<file path="src/hw/rtl/sbpe_pkg.sv">
package sbpe_pkg;

  localparam int FRAME_MAX = 14;
  localparam int LEN_W     = 4;

  typedef logic [FRAME_MAX-1:0][7:0] frame_t;

  typedef enum logic [1:0] {
    CMD_PING       = 2'd0,
    CMD_WRITE_BYTE = 2'd1,
    CMD_WRITE_POS  = 2'd2,
    CMD_READ_POS   = 2'd3
  } cmd_kind_t;

  typedef enum logic [2:0] {
    ST_OK           = 3'd0,
    ST_BAD_HEADER   = 3'd1,
    ST_BAD_ID       = 3'd2,
    ST_BAD_CHECKSUM = 3'd3,
    ST_SERVO_ERROR  = 3'd4
  } status_t;

  localparam logic FUNC_COMMAND = 1'b0;
  localparam logic FUNC_REPLY   = 1'b1;

  localparam logic OUT_TX      = 1'b0;
  localparam logic OUT_VERDICT = 1'b1;

  // frame bytes
  localparam logic [7:0] HEADER_BYTE     = 8'hFF;
  localparam logic [7:0] INST_PING       = 8'h01;
  localparam logic [7:0] INST_READ       = 8'h02;
  localparam logic [7:0] INST_WRITE      = 8'h03;
  localparam logic [7:0] LEN_PING        = 8'h02;
  localparam logic [7:0] LEN_SHORT       = 8'h04;
  localparam logic [7:0] LEN_WRITE_POS   = 8'h0A;
  localparam logic [7:0] REG_GOAL_ACCEL  = 8'h29;
  localparam logic [7:0] REG_PRESENT_POS = 8'h38;
  localparam logic [7:0] READ_COUNT      = 8'h02;

  // frame lengths in bytes
  localparam logic [LEN_W-1:0] FLEN_PING      = 4'd6;
  localparam logic [LEN_W-1:0] FLEN_SHORT     = 4'd8;
  localparam logic [LEN_W-1:0] FLEN_WRITE_POS = 4'd14;

  // reply byte positions
  localparam logic [2:0] RIDX_ID        = 3'd2;
  localparam logic [2:0] RIDX_ERROR     = 3'd4;
  localparam logic [2:0] RIDX_POS_LOW   = 3'd5;
  localparam logic [2:0] RIDX_POS_HIGH  = 3'd6;
  localparam logic [2:0] RIDX_LAST_SHRT = 3'd5;
  localparam logic [2:0] RIDX_LAST_LONG = 3'd7;

  typedef struct packed {
    logic       valid;
    status_t    status;
    logic [15:0] position;
  } verdict_t;

endpackage

</file>
<file path="src/hw/rtl/sbpe_frame_build.sv">
module sbpe_frame_build
  import sbpe_pkg::*;
(
  input  logic [1:0]       cmd_kind,
  input  logic [7:0]       servo_id,
  input  logic [7:0]       reg_address,
  input  logic [7:0]       reg_value,
  input  logic [15:0]      target_position,
  input  logic [15:0]      move_speed,
  input  logic [7:0]       move_accel,
  output frame_t           frame,
  output logic [LEN_W-1:0] frame_len
);

  frame_t     body;
  logic [7:0] sum;
  logic [LEN_W-1:0] ck_idx;

  always_comb begin
    body      = '0;
    body[0]   = HEADER_BYTE;
    body[1]   = HEADER_BYTE;
    body[2]   = servo_id;
    frame_len = FLEN_PING;
    unique case (cmd_kind_t'(cmd_kind))
      CMD_PING: begin
        body[3]   = LEN_PING;
        body[4]   = INST_PING;
        frame_len = FLEN_PING;
      end
      CMD_WRITE_BYTE: begin
        body[3]   = LEN_SHORT;
        body[4]   = INST_WRITE;
        body[5]   = reg_address;
        body[6]   = reg_value;
        frame_len = FLEN_SHORT;
      end
      CMD_WRITE_POS: begin
        body[3]   = LEN_WRITE_POS;
        body[4]   = INST_WRITE;
        body[5]   = REG_GOAL_ACCEL;
        body[6]   = move_accel;
        body[7]   = target_position[7:0];
        body[8]   = target_position[15:8];
        body[11]  = move_speed[7:0];
        body[12]  = move_speed[15:8];
        frame_len = FLEN_WRITE_POS;
      end
      CMD_READ_POS: begin
        body[3]   = LEN_SHORT;
        body[4]   = INST_READ;
        body[5]   = REG_PRESENT_POS;
        body[6]   = READ_COUNT;
        frame_len = FLEN_SHORT;
      end
    endcase
  end

  // unused bytes are zero, so summing the fixed span is safe; balanced tree
  assign sum = ((body[2] + body[3]) + (body[4] + body[5]))
             + ((body[6] + body[7]) + (body[8] + body[9]))
             + ((body[10] + body[11]) + body[12]);

  assign ck_idx = frame_len - LEN_W'(1);

  always_comb begin
    for (int i = 0; i < FRAME_MAX; i++) begin
      frame[i] = (LEN_W'(i) == ck_idx) ? ~sum : body[i];
    end
  end

endmodule

</file>
<file path="src/hw/rtl/sbpe_reply_check.sv">
module sbpe_reply_check
  import sbpe_pkg::*;
(
  input  logic       clk,
  input  logic       rst,
  input  logic       cmd_load,
  input  logic [1:0] cmd_kind,
  input  logic [7:0] servo_id,
  input  logic       reply_take,
  input  logic [7:0] rx_byte,
  output verdict_t   verdict
);

  logic       reply_armed;
  logic       reply_long;
  logic [7:0] reply_id;
  logic [2:0] byte_index;
  logic [7:0] sum_acc;
  logic       header_bad;
  logic       id_bad;
  logic       error_bad;
  logic [7:0] pos_low;
  logic [7:0] pos_high;

  logic    at_last;
  status_t status;

  assign at_last = byte_index == (reply_long ? RIDX_LAST_LONG : RIDX_LAST_SHRT);

  always_comb begin
    priority if (header_bad) begin
      status = ST_BAD_HEADER;
    end else if (id_bad) begin
      status = ST_BAD_ID;
    end else if (rx_byte != ~sum_acc) begin
      status = ST_BAD_CHECKSUM;
    end else if (error_bad) begin
      status = ST_SERVO_ERROR;
    end else begin
      status = ST_OK;
    end
  end

  assign verdict.valid    = reply_take && reply_armed && at_last;
  assign verdict.status   = status;
  assign verdict.position = (status == ST_OK && reply_long) ? {pos_high, pos_low} : 16'd0;

  always_ff @(posedge clk) begin
    if (rst) begin
      reply_armed <= 1'b0;
      reply_long  <= 1'b0;
      reply_id    <= '0;
      byte_index  <= '0;
      sum_acc     <= '0;
      header_bad  <= 1'b0;
      id_bad      <= 1'b0;
      error_bad   <= 1'b0;
      pos_low     <= '0;
      pos_high    <= '0;
    end else if (cmd_load) begin
      reply_armed <= cmd_kind_t'(cmd_kind) != CMD_WRITE_POS;
      reply_long  <= cmd_kind_t'(cmd_kind) == CMD_READ_POS;
      reply_id    <= servo_id;
      byte_index  <= '0;
      sum_acc     <= '0;
      header_bad  <= 1'b0;
      id_bad      <= 1'b0;
      error_bad   <= 1'b0;
      pos_low     <= '0;
      pos_high    <= '0;
    end else if (reply_take && reply_armed) begin
      if (at_last) begin
        reply_armed <= 1'b0;
        byte_index  <= '0;
      end else begin
        byte_index <= byte_index + 3'd1;
        if (byte_index < RIDX_ID) begin
          if (rx_byte != HEADER_BYTE) header_bad <= 1'b1;
        end else begin
          sum_acc <= sum_acc + rx_byte;
          if (byte_index == RIDX_ID)       id_bad    <= rx_byte != reply_id;
          if (byte_index == RIDX_ERROR)    error_bad <= rx_byte != 8'h00;
          if (byte_index == RIDX_POS_LOW)  pos_low   <= rx_byte;
          if (byte_index == RIDX_POS_HIGH) pos_high  <= rx_byte;
        end
      end
    end
  end

endmodule

</file>
<file path="src/hw/rtl/servo_bus_packet_engine_core.sv">
// Master for a half-duplex smart-servo bus. A command request (func 0) builds
// a whole frame and streams it out, one transmit byte per cycle unless the
// output stalls, through a frame shift register into a single output
// register: a ping is 6 bytes, a write byte or read position 8, a position
// write 14. The next request is taken in the same cycle the last frame byte
// moves to the output, so back-to-back commands keep the output busy every
// cycle. Reply bytes (func 1) feed the checker; the last byte of a 6-byte
// status reply, or of an 8-byte position reply, produces one verdict result.
// Checks are reported in order: header, id, checksum, servo error byte.
// Reply bytes while no reply is expected are dropped without a result. A new
// command abandons any pending reply; a position write expects none.
module servo_bus_packet_engine_core
  import sbpe_pkg::*;
(
  input  logic        clk,
  input  logic        rst,
  // request channel
  input  logic        in_valid,
  output logic        in_stall,
  input  logic        func,
  input  logic [1:0]  cmd_kind,
  input  logic [7:0]  servo_id,
  input  logic [7:0]  reg_address,
  input  logic [7:0]  reg_value,
  input  logic [15:0] target_position,
  input  logic [15:0] move_speed,
  input  logic [7:0]  move_accel,
  input  logic [7:0]  rx_byte,
  // result channel
  output logic        out_valid,
  input  logic        out_stall,
  output logic        out_kind,
  output logic [7:0]  tx_byte,
  output logic        frame_last,
  output logic [2:0]  status_code,
  output logic [15:0] position
);

  frame_t           frame;
  logic [LEN_W-1:0] frame_len;
  verdict_t         verdict;

  // pending results: frame bytes lowest first, or one verdict
  frame_t           frame_q;
  logic [LEN_W-1:0] left_q;
  logic             kind_q;
  status_t          status_q;
  logic [15:0]      pos_q;

  logic accept;
  logic push;
  logic last_push;

  // a result moves to the output register whenever the register frees up
  assign push      = (left_q != '0) && (!out_valid || !out_stall);
  assign last_push = push && (left_q == LEN_W'(1));
  // take the next request once the last pending result is on its way
  assign in_stall  = (left_q != '0) && !last_push;
  assign accept    = in_valid && !in_stall;

  sbpe_frame_build u_build (
    .cmd_kind        (cmd_kind),
    .servo_id        (servo_id),
    .reg_address     (reg_address),
    .reg_value       (reg_value),
    .target_position (target_position),
    .move_speed      (move_speed),
    .move_accel      (move_accel),
    .frame           (frame),
    .frame_len       (frame_len)
  );

  sbpe_reply_check u_check (
    .clk        (clk),
    .rst        (rst),
    .cmd_load   (accept && func == FUNC_COMMAND),
    .cmd_kind   (cmd_kind),
    .servo_id   (servo_id),
    .reply_take (accept && func == FUNC_REPLY),
    .rx_byte    (rx_byte),
    .verdict    (verdict)
  );

  // pending result control
  always_ff @(posedge clk) begin
    if (rst) begin
      left_q <= '0;
    end else if (accept && func == FUNC_COMMAND) begin
      left_q <= frame_len;
    end else if (accept && verdict.valid) begin
      left_q <= LEN_W'(1);
    end else if (push) begin
      left_q <= left_q - LEN_W'(1);
    end
  end

  // pending result payload
  always_ff @(posedge clk) begin
    if (accept && func == FUNC_COMMAND) begin
      frame_q  <= frame;
      kind_q   <= OUT_TX;
      status_q <= ST_OK;
      pos_q    <= '0;
    end else if (accept && verdict.valid) begin
      frame_q  <= '0;
      kind_q   <= OUT_VERDICT;
      status_q <= verdict.status;
      pos_q    <= verdict.position;
    end else if (push) begin
      frame_q <= frame_t'(frame_q >> 8);
    end
  end

  // output register
  always_ff @(posedge clk) begin
    if (rst) begin
      out_valid <= 1'b0;
    end else if (push) begin
      out_valid <= 1'b1;
    end else if (!out_stall) begin
      out_valid <= 1'b0;
    end
  end

  always_ff @(posedge clk) begin
    if (push) begin
      out_kind    <= kind_q;
      tx_byte     <= (kind_q == OUT_TX) ? frame_q[0] : 8'h00;
      frame_last  <= left_q == LEN_W'(1);
      status_code <= status_q;
      position    <= pos_q;
    end
  end

endmodule

</file>
<file path="config.mk">
export PLATFORM = sky130hd
export DESIGN_NAME = servo_bus_packet_engine_core
export DESIGN_NICKNAME = d
export VERILOG_FILES = /design/src/hw/rtl/sbpe_pkg.sv /design/src/hw/rtl/sbpe_frame_build.sv /design/src/hw/rtl/sbpe_reply_check.sv /design/src/hw/rtl/servo_bus_packet_engine_core.sv
export SDC_FILE = /design/constraint.sdc
export NUM_CORES = 1
export LEC_CHECK = 0
export BUFFER_PORTS_ARGS = -buffer_cell sky130_fd_sc_hd__buf_2
export CORE_AREA = 2 2 151 153
export DETAILED_ROUTE_END_ITERATION = 7
export DIE_AREA = 0 0 153 155
export PLACE_DENSITY = 0.67
export SLEW_MARGIN = 10
export SYNTH_ARGS = -nofsm -noshare
export SYNTH_HDL_FRONTEND = slang
export SYNTH_SLANG_ARGS = --single-unit
</file>
<file path="constraint.sdc">
create_clock -name clk -period 7.1 [get_ports clk]
set_input_delay 1.42 -clock clk [delete_from_list [all_inputs] [get_ports clk]]
set_output_delay 1.42 -clock clk [all_outputs]
set_load 0.02 [all_outputs]
</file>
==> key figures <==
Run status
  – Status: finished clean

STA
  – Worst-margin pin slew: around 1.1 ns
  – Rel. slew slack: 25.7%
  – Final Slew Violations: 0
  – RSZ-0062 raised after global routing: false
  – Setup TNS: 0 ns
  – Endpoints failing hold: 0
  – Final Critical Period: 5.82 ns
  – Worst Skew: 0.0178 ns
  – Fmax: 172 MHz
  – Fin crit share: 81.9%
  – Final setup fails: 0

Setup path
  – Most frequent CP cell: fa_1
  – Peak per-stage delay on the critical path: about 0.59 ns
  – WP buf/inv: 4
  – Critical-path top delay cell: fa_1
  – Worst path required time: around 7.4 ns
  – Crit. End Element: register
  – Kind of critical path: primary input to register
  – Crit start category: primary input
  – Critical Path Stages: 17
  – Worst Reg2Reg Path Length in Cells: 6
  – Largest delay share family, worst path: adder cells
  – Crit Path Max Fanout: 15
  – Arr. time, crit path: between 6 and 7 ns
  – Critical-path cell list: buf_2 -> and2b_1 -> a22oi_1 -> fa_1 -> inv_1 -> fa_1 -> fa_1 -> inv_1 -> fa_1 -> inv_1 -> ha_1 -> a21o_1 -> a21oi_1 -> o21ai_0 -> xor2_1 -> mux2i_1 -> o31ai_2

Clocking
  – Clock root buffer: clkbuf_16
  – CTS Hold Bufs: 0
  – H-Tree Level Count: 1
  – Clock tree from TritonCTS: yes
  – Clock sinks: between 200 and 250
  – Max Buffers Root-to-Sink: 3
  – CTS buffer count: 22
  – Worst skew pair latency: approximately 0.5 ns
  – CTS resizes: 0
  – Setup Fix Bufs, Post-CTS: 0
  – Clock slew at reported path FFs: around 0.06 ns

Die
  – Die area: between 20000 and 25000 um^2
  – Boundary Pins: 110
  – Die Width: between 150 and 200 um
  – Row cnt: 55
  – CORE AREA: roughly 22000 um^2
  – Initial Utilization: between 40% and 50%
  – Die Y: 155 um

Layout
  – P&R area growth vs syn: 15.3%
  – Commonest non-fill, non-tap cells in the layout: edfxtp_1, buf_2, nand2_1
  – Leading cell type in the layout, fill and taps excluded: edfxtp_1
  – Final std cells w/o fill: ~1300
  – Layout Nets: between 1000 and 1500
  – Fraction of layout cells with a size suffix above 1: ~17%
  – Diodes inserted: 0

Synth
  – Post-synth net total: around 990
  – Mapped Cells: 850
  – Mapped Area: about 10000 um^2
  – Sequential area share after synthesis: between 50 and 60%
  – Synthesis-stage register bit count: 206
  – Syn_area_per_cell: roughly 12 um^2
  – Synth unique cells: 58
  – Primary FF master, synth: edfxtp_1
  – Post-synth ARST share: 0%
  – Number of synthesized flops with an enable pin: 141
  – Synthesis Warnings: 0

Global route
  – First-pass GRT wire length: between 30000 and 40000 um
  – GRT Util Overall: 18.1%
  – Vias in the first global route: 6650
  – Largest net degree at the start of global routing: 90
  – GR Overflow Total: 0
  – Initial antenna violation count: 0

Power
  – Static Leak: ~4.9 nW
  – VDD IR-drop max: 0.000239 V
  – P per Cell Area: between 400 and 500 nW/um^2

Placement
  – Placer Congestion: 0.863
  – Detail Placement HPWL: between 10000 and 15000 um
  – Inst Count DP: around 1200
  – Port Buffer Count: 109

Drt
  – Antenna Violating Nets Remaining: 0
  – Drt wl/cell: ~17 um
  – Vias/cell: ~5.2
  – Final wirelength: roughly 21000 um
  – Iter 0 DRT Violations: 379
  – Routed vias: approximately 6500
  – Pre-antenna DRT Iters: 5
  – DRC: 0

Worst hold path
  – Hold path depth: 0
  – Min-delay worst type: register to register

Run
  – Max-cap violations: 0
[sequential cells by signal, summed over array words and instances, names as in the netlist]
name	cells
frame_q	112
pos_q	16
position	16
tx_byte	8
u_check.pos_high	8
u_check.pos_low	8
u_check.reply_id	8
u_check.sum_acc	8
left_q	4
status_code	3
status_q	3
u_check.byte_index	3
frame_last	1
kind_q	1
out_kind	1
out_valid	1
u_check.error_bad	1
u_check.header_bad	1
u_check.id_bad	1
u_check.reply_armed	1
u_check.reply_long	1
[metal layers]
layer  global-route usage (%)  up-vias  wire length [um]
li1                         -     3149                 -
met1                     24.3     3132              9440
met2                     31.3      218             10300
met3                     2.70       35              1150
met4                     4.10        0               375
met5                        0        -                 0
[report_power, final]
group	switching, W	internal [W]	total, W
clock	0.000466	0.000664	0.00113
combinational	0.000976	0.000533	0.00151
sequential	0.000128	0.00200	0.00213
[cell type report]
type	count	area (um^2)
fill	1963	10700
timing repair buffer	119	621
inverter	66	248
multi-input combinational	537	4000
sequential	206	5540
clock buffer	27	589
clock inverter	13	126
tap	285	357
[path summary, 6_finish.rpt]
kind / start / endpoint / slack [ns]
worst max register to register: left_q[0] / frame_q[100] / 3.99
worst max-delay path: cmd_kind[1] / frame_q[47] / 1.28
worst min register to register: pos_q[12] / position[12] / 0.43
worst min-delay path: pos_q[12] / position[12] / 0.43
[per-stage QoR]
stage	setup slack (ns)	power, W	instance area, um^2	hold WS (ns)	util [%]
after floorplan	0.959	0.00323	9950	0.408	-
after global placement	0.932	0.00360	10800	0.420	48.4
after detailed placement	0.808	0.00366	10800	0.416	48.4
after CTS	1.32	0.00480	11500	0.439	51.6
after global routing	1.01	0.00506	11500	0.451	51.6
final	1.28	0.00476	11500	0.434	51.6
[Yosys cell counts, types with 6 or more instances]
cell / number / area share [%]
ha_1: 23 / 2.9
a22oi_1: 8 / 0.60
dfxtp_1: 65 / 13
a22o_1: 49 / 4.3
nand3_1: 7 / 0.35
fa_1: 39 / 7.8
mux2i_1: 19 / 1.9
inv_1: 66 / 2.5
edfxtp_1: 141 / 43
nor3_1: 12 / 0.60
nand2_1: 106 / 4.0
xor2_1: 12 / 1.1
and2_1: 58 / 3.6
buf_2: 10 / 0.50
clkbuf_1: 20 / 0.75
nor2b_1: 11 / 0.69
a21o_1: 6 / 0.45
nor2_1: 50 / 1.9
nor4_1: 6 / 0.38
a21oi_1: 42 / 2.1
o21ai_1: 10 / 0.50
o21ai_0: 17 / 0.85
xnor2_1: 8 / 0.70
[cells by family (layout without fill, tap and decap cells)]
kind of cell / count (synthesis) / after routing / synth area share, %
xor gates and xnor gates: 26 / 26 / 2.99
adders and majority gates: 62 / 62 / 10.7
AOI/OAI and AO/OA: 152 / 152 / 10.6
and+or+nand+nor: 278 / 278 / 13.6
muxes: 19 / 19 / 1.91
DFF: 206 / 206 / 55.6
buffers and inverters: 107 / 225 / 4.61
Power figures use the tool's default switching activity.
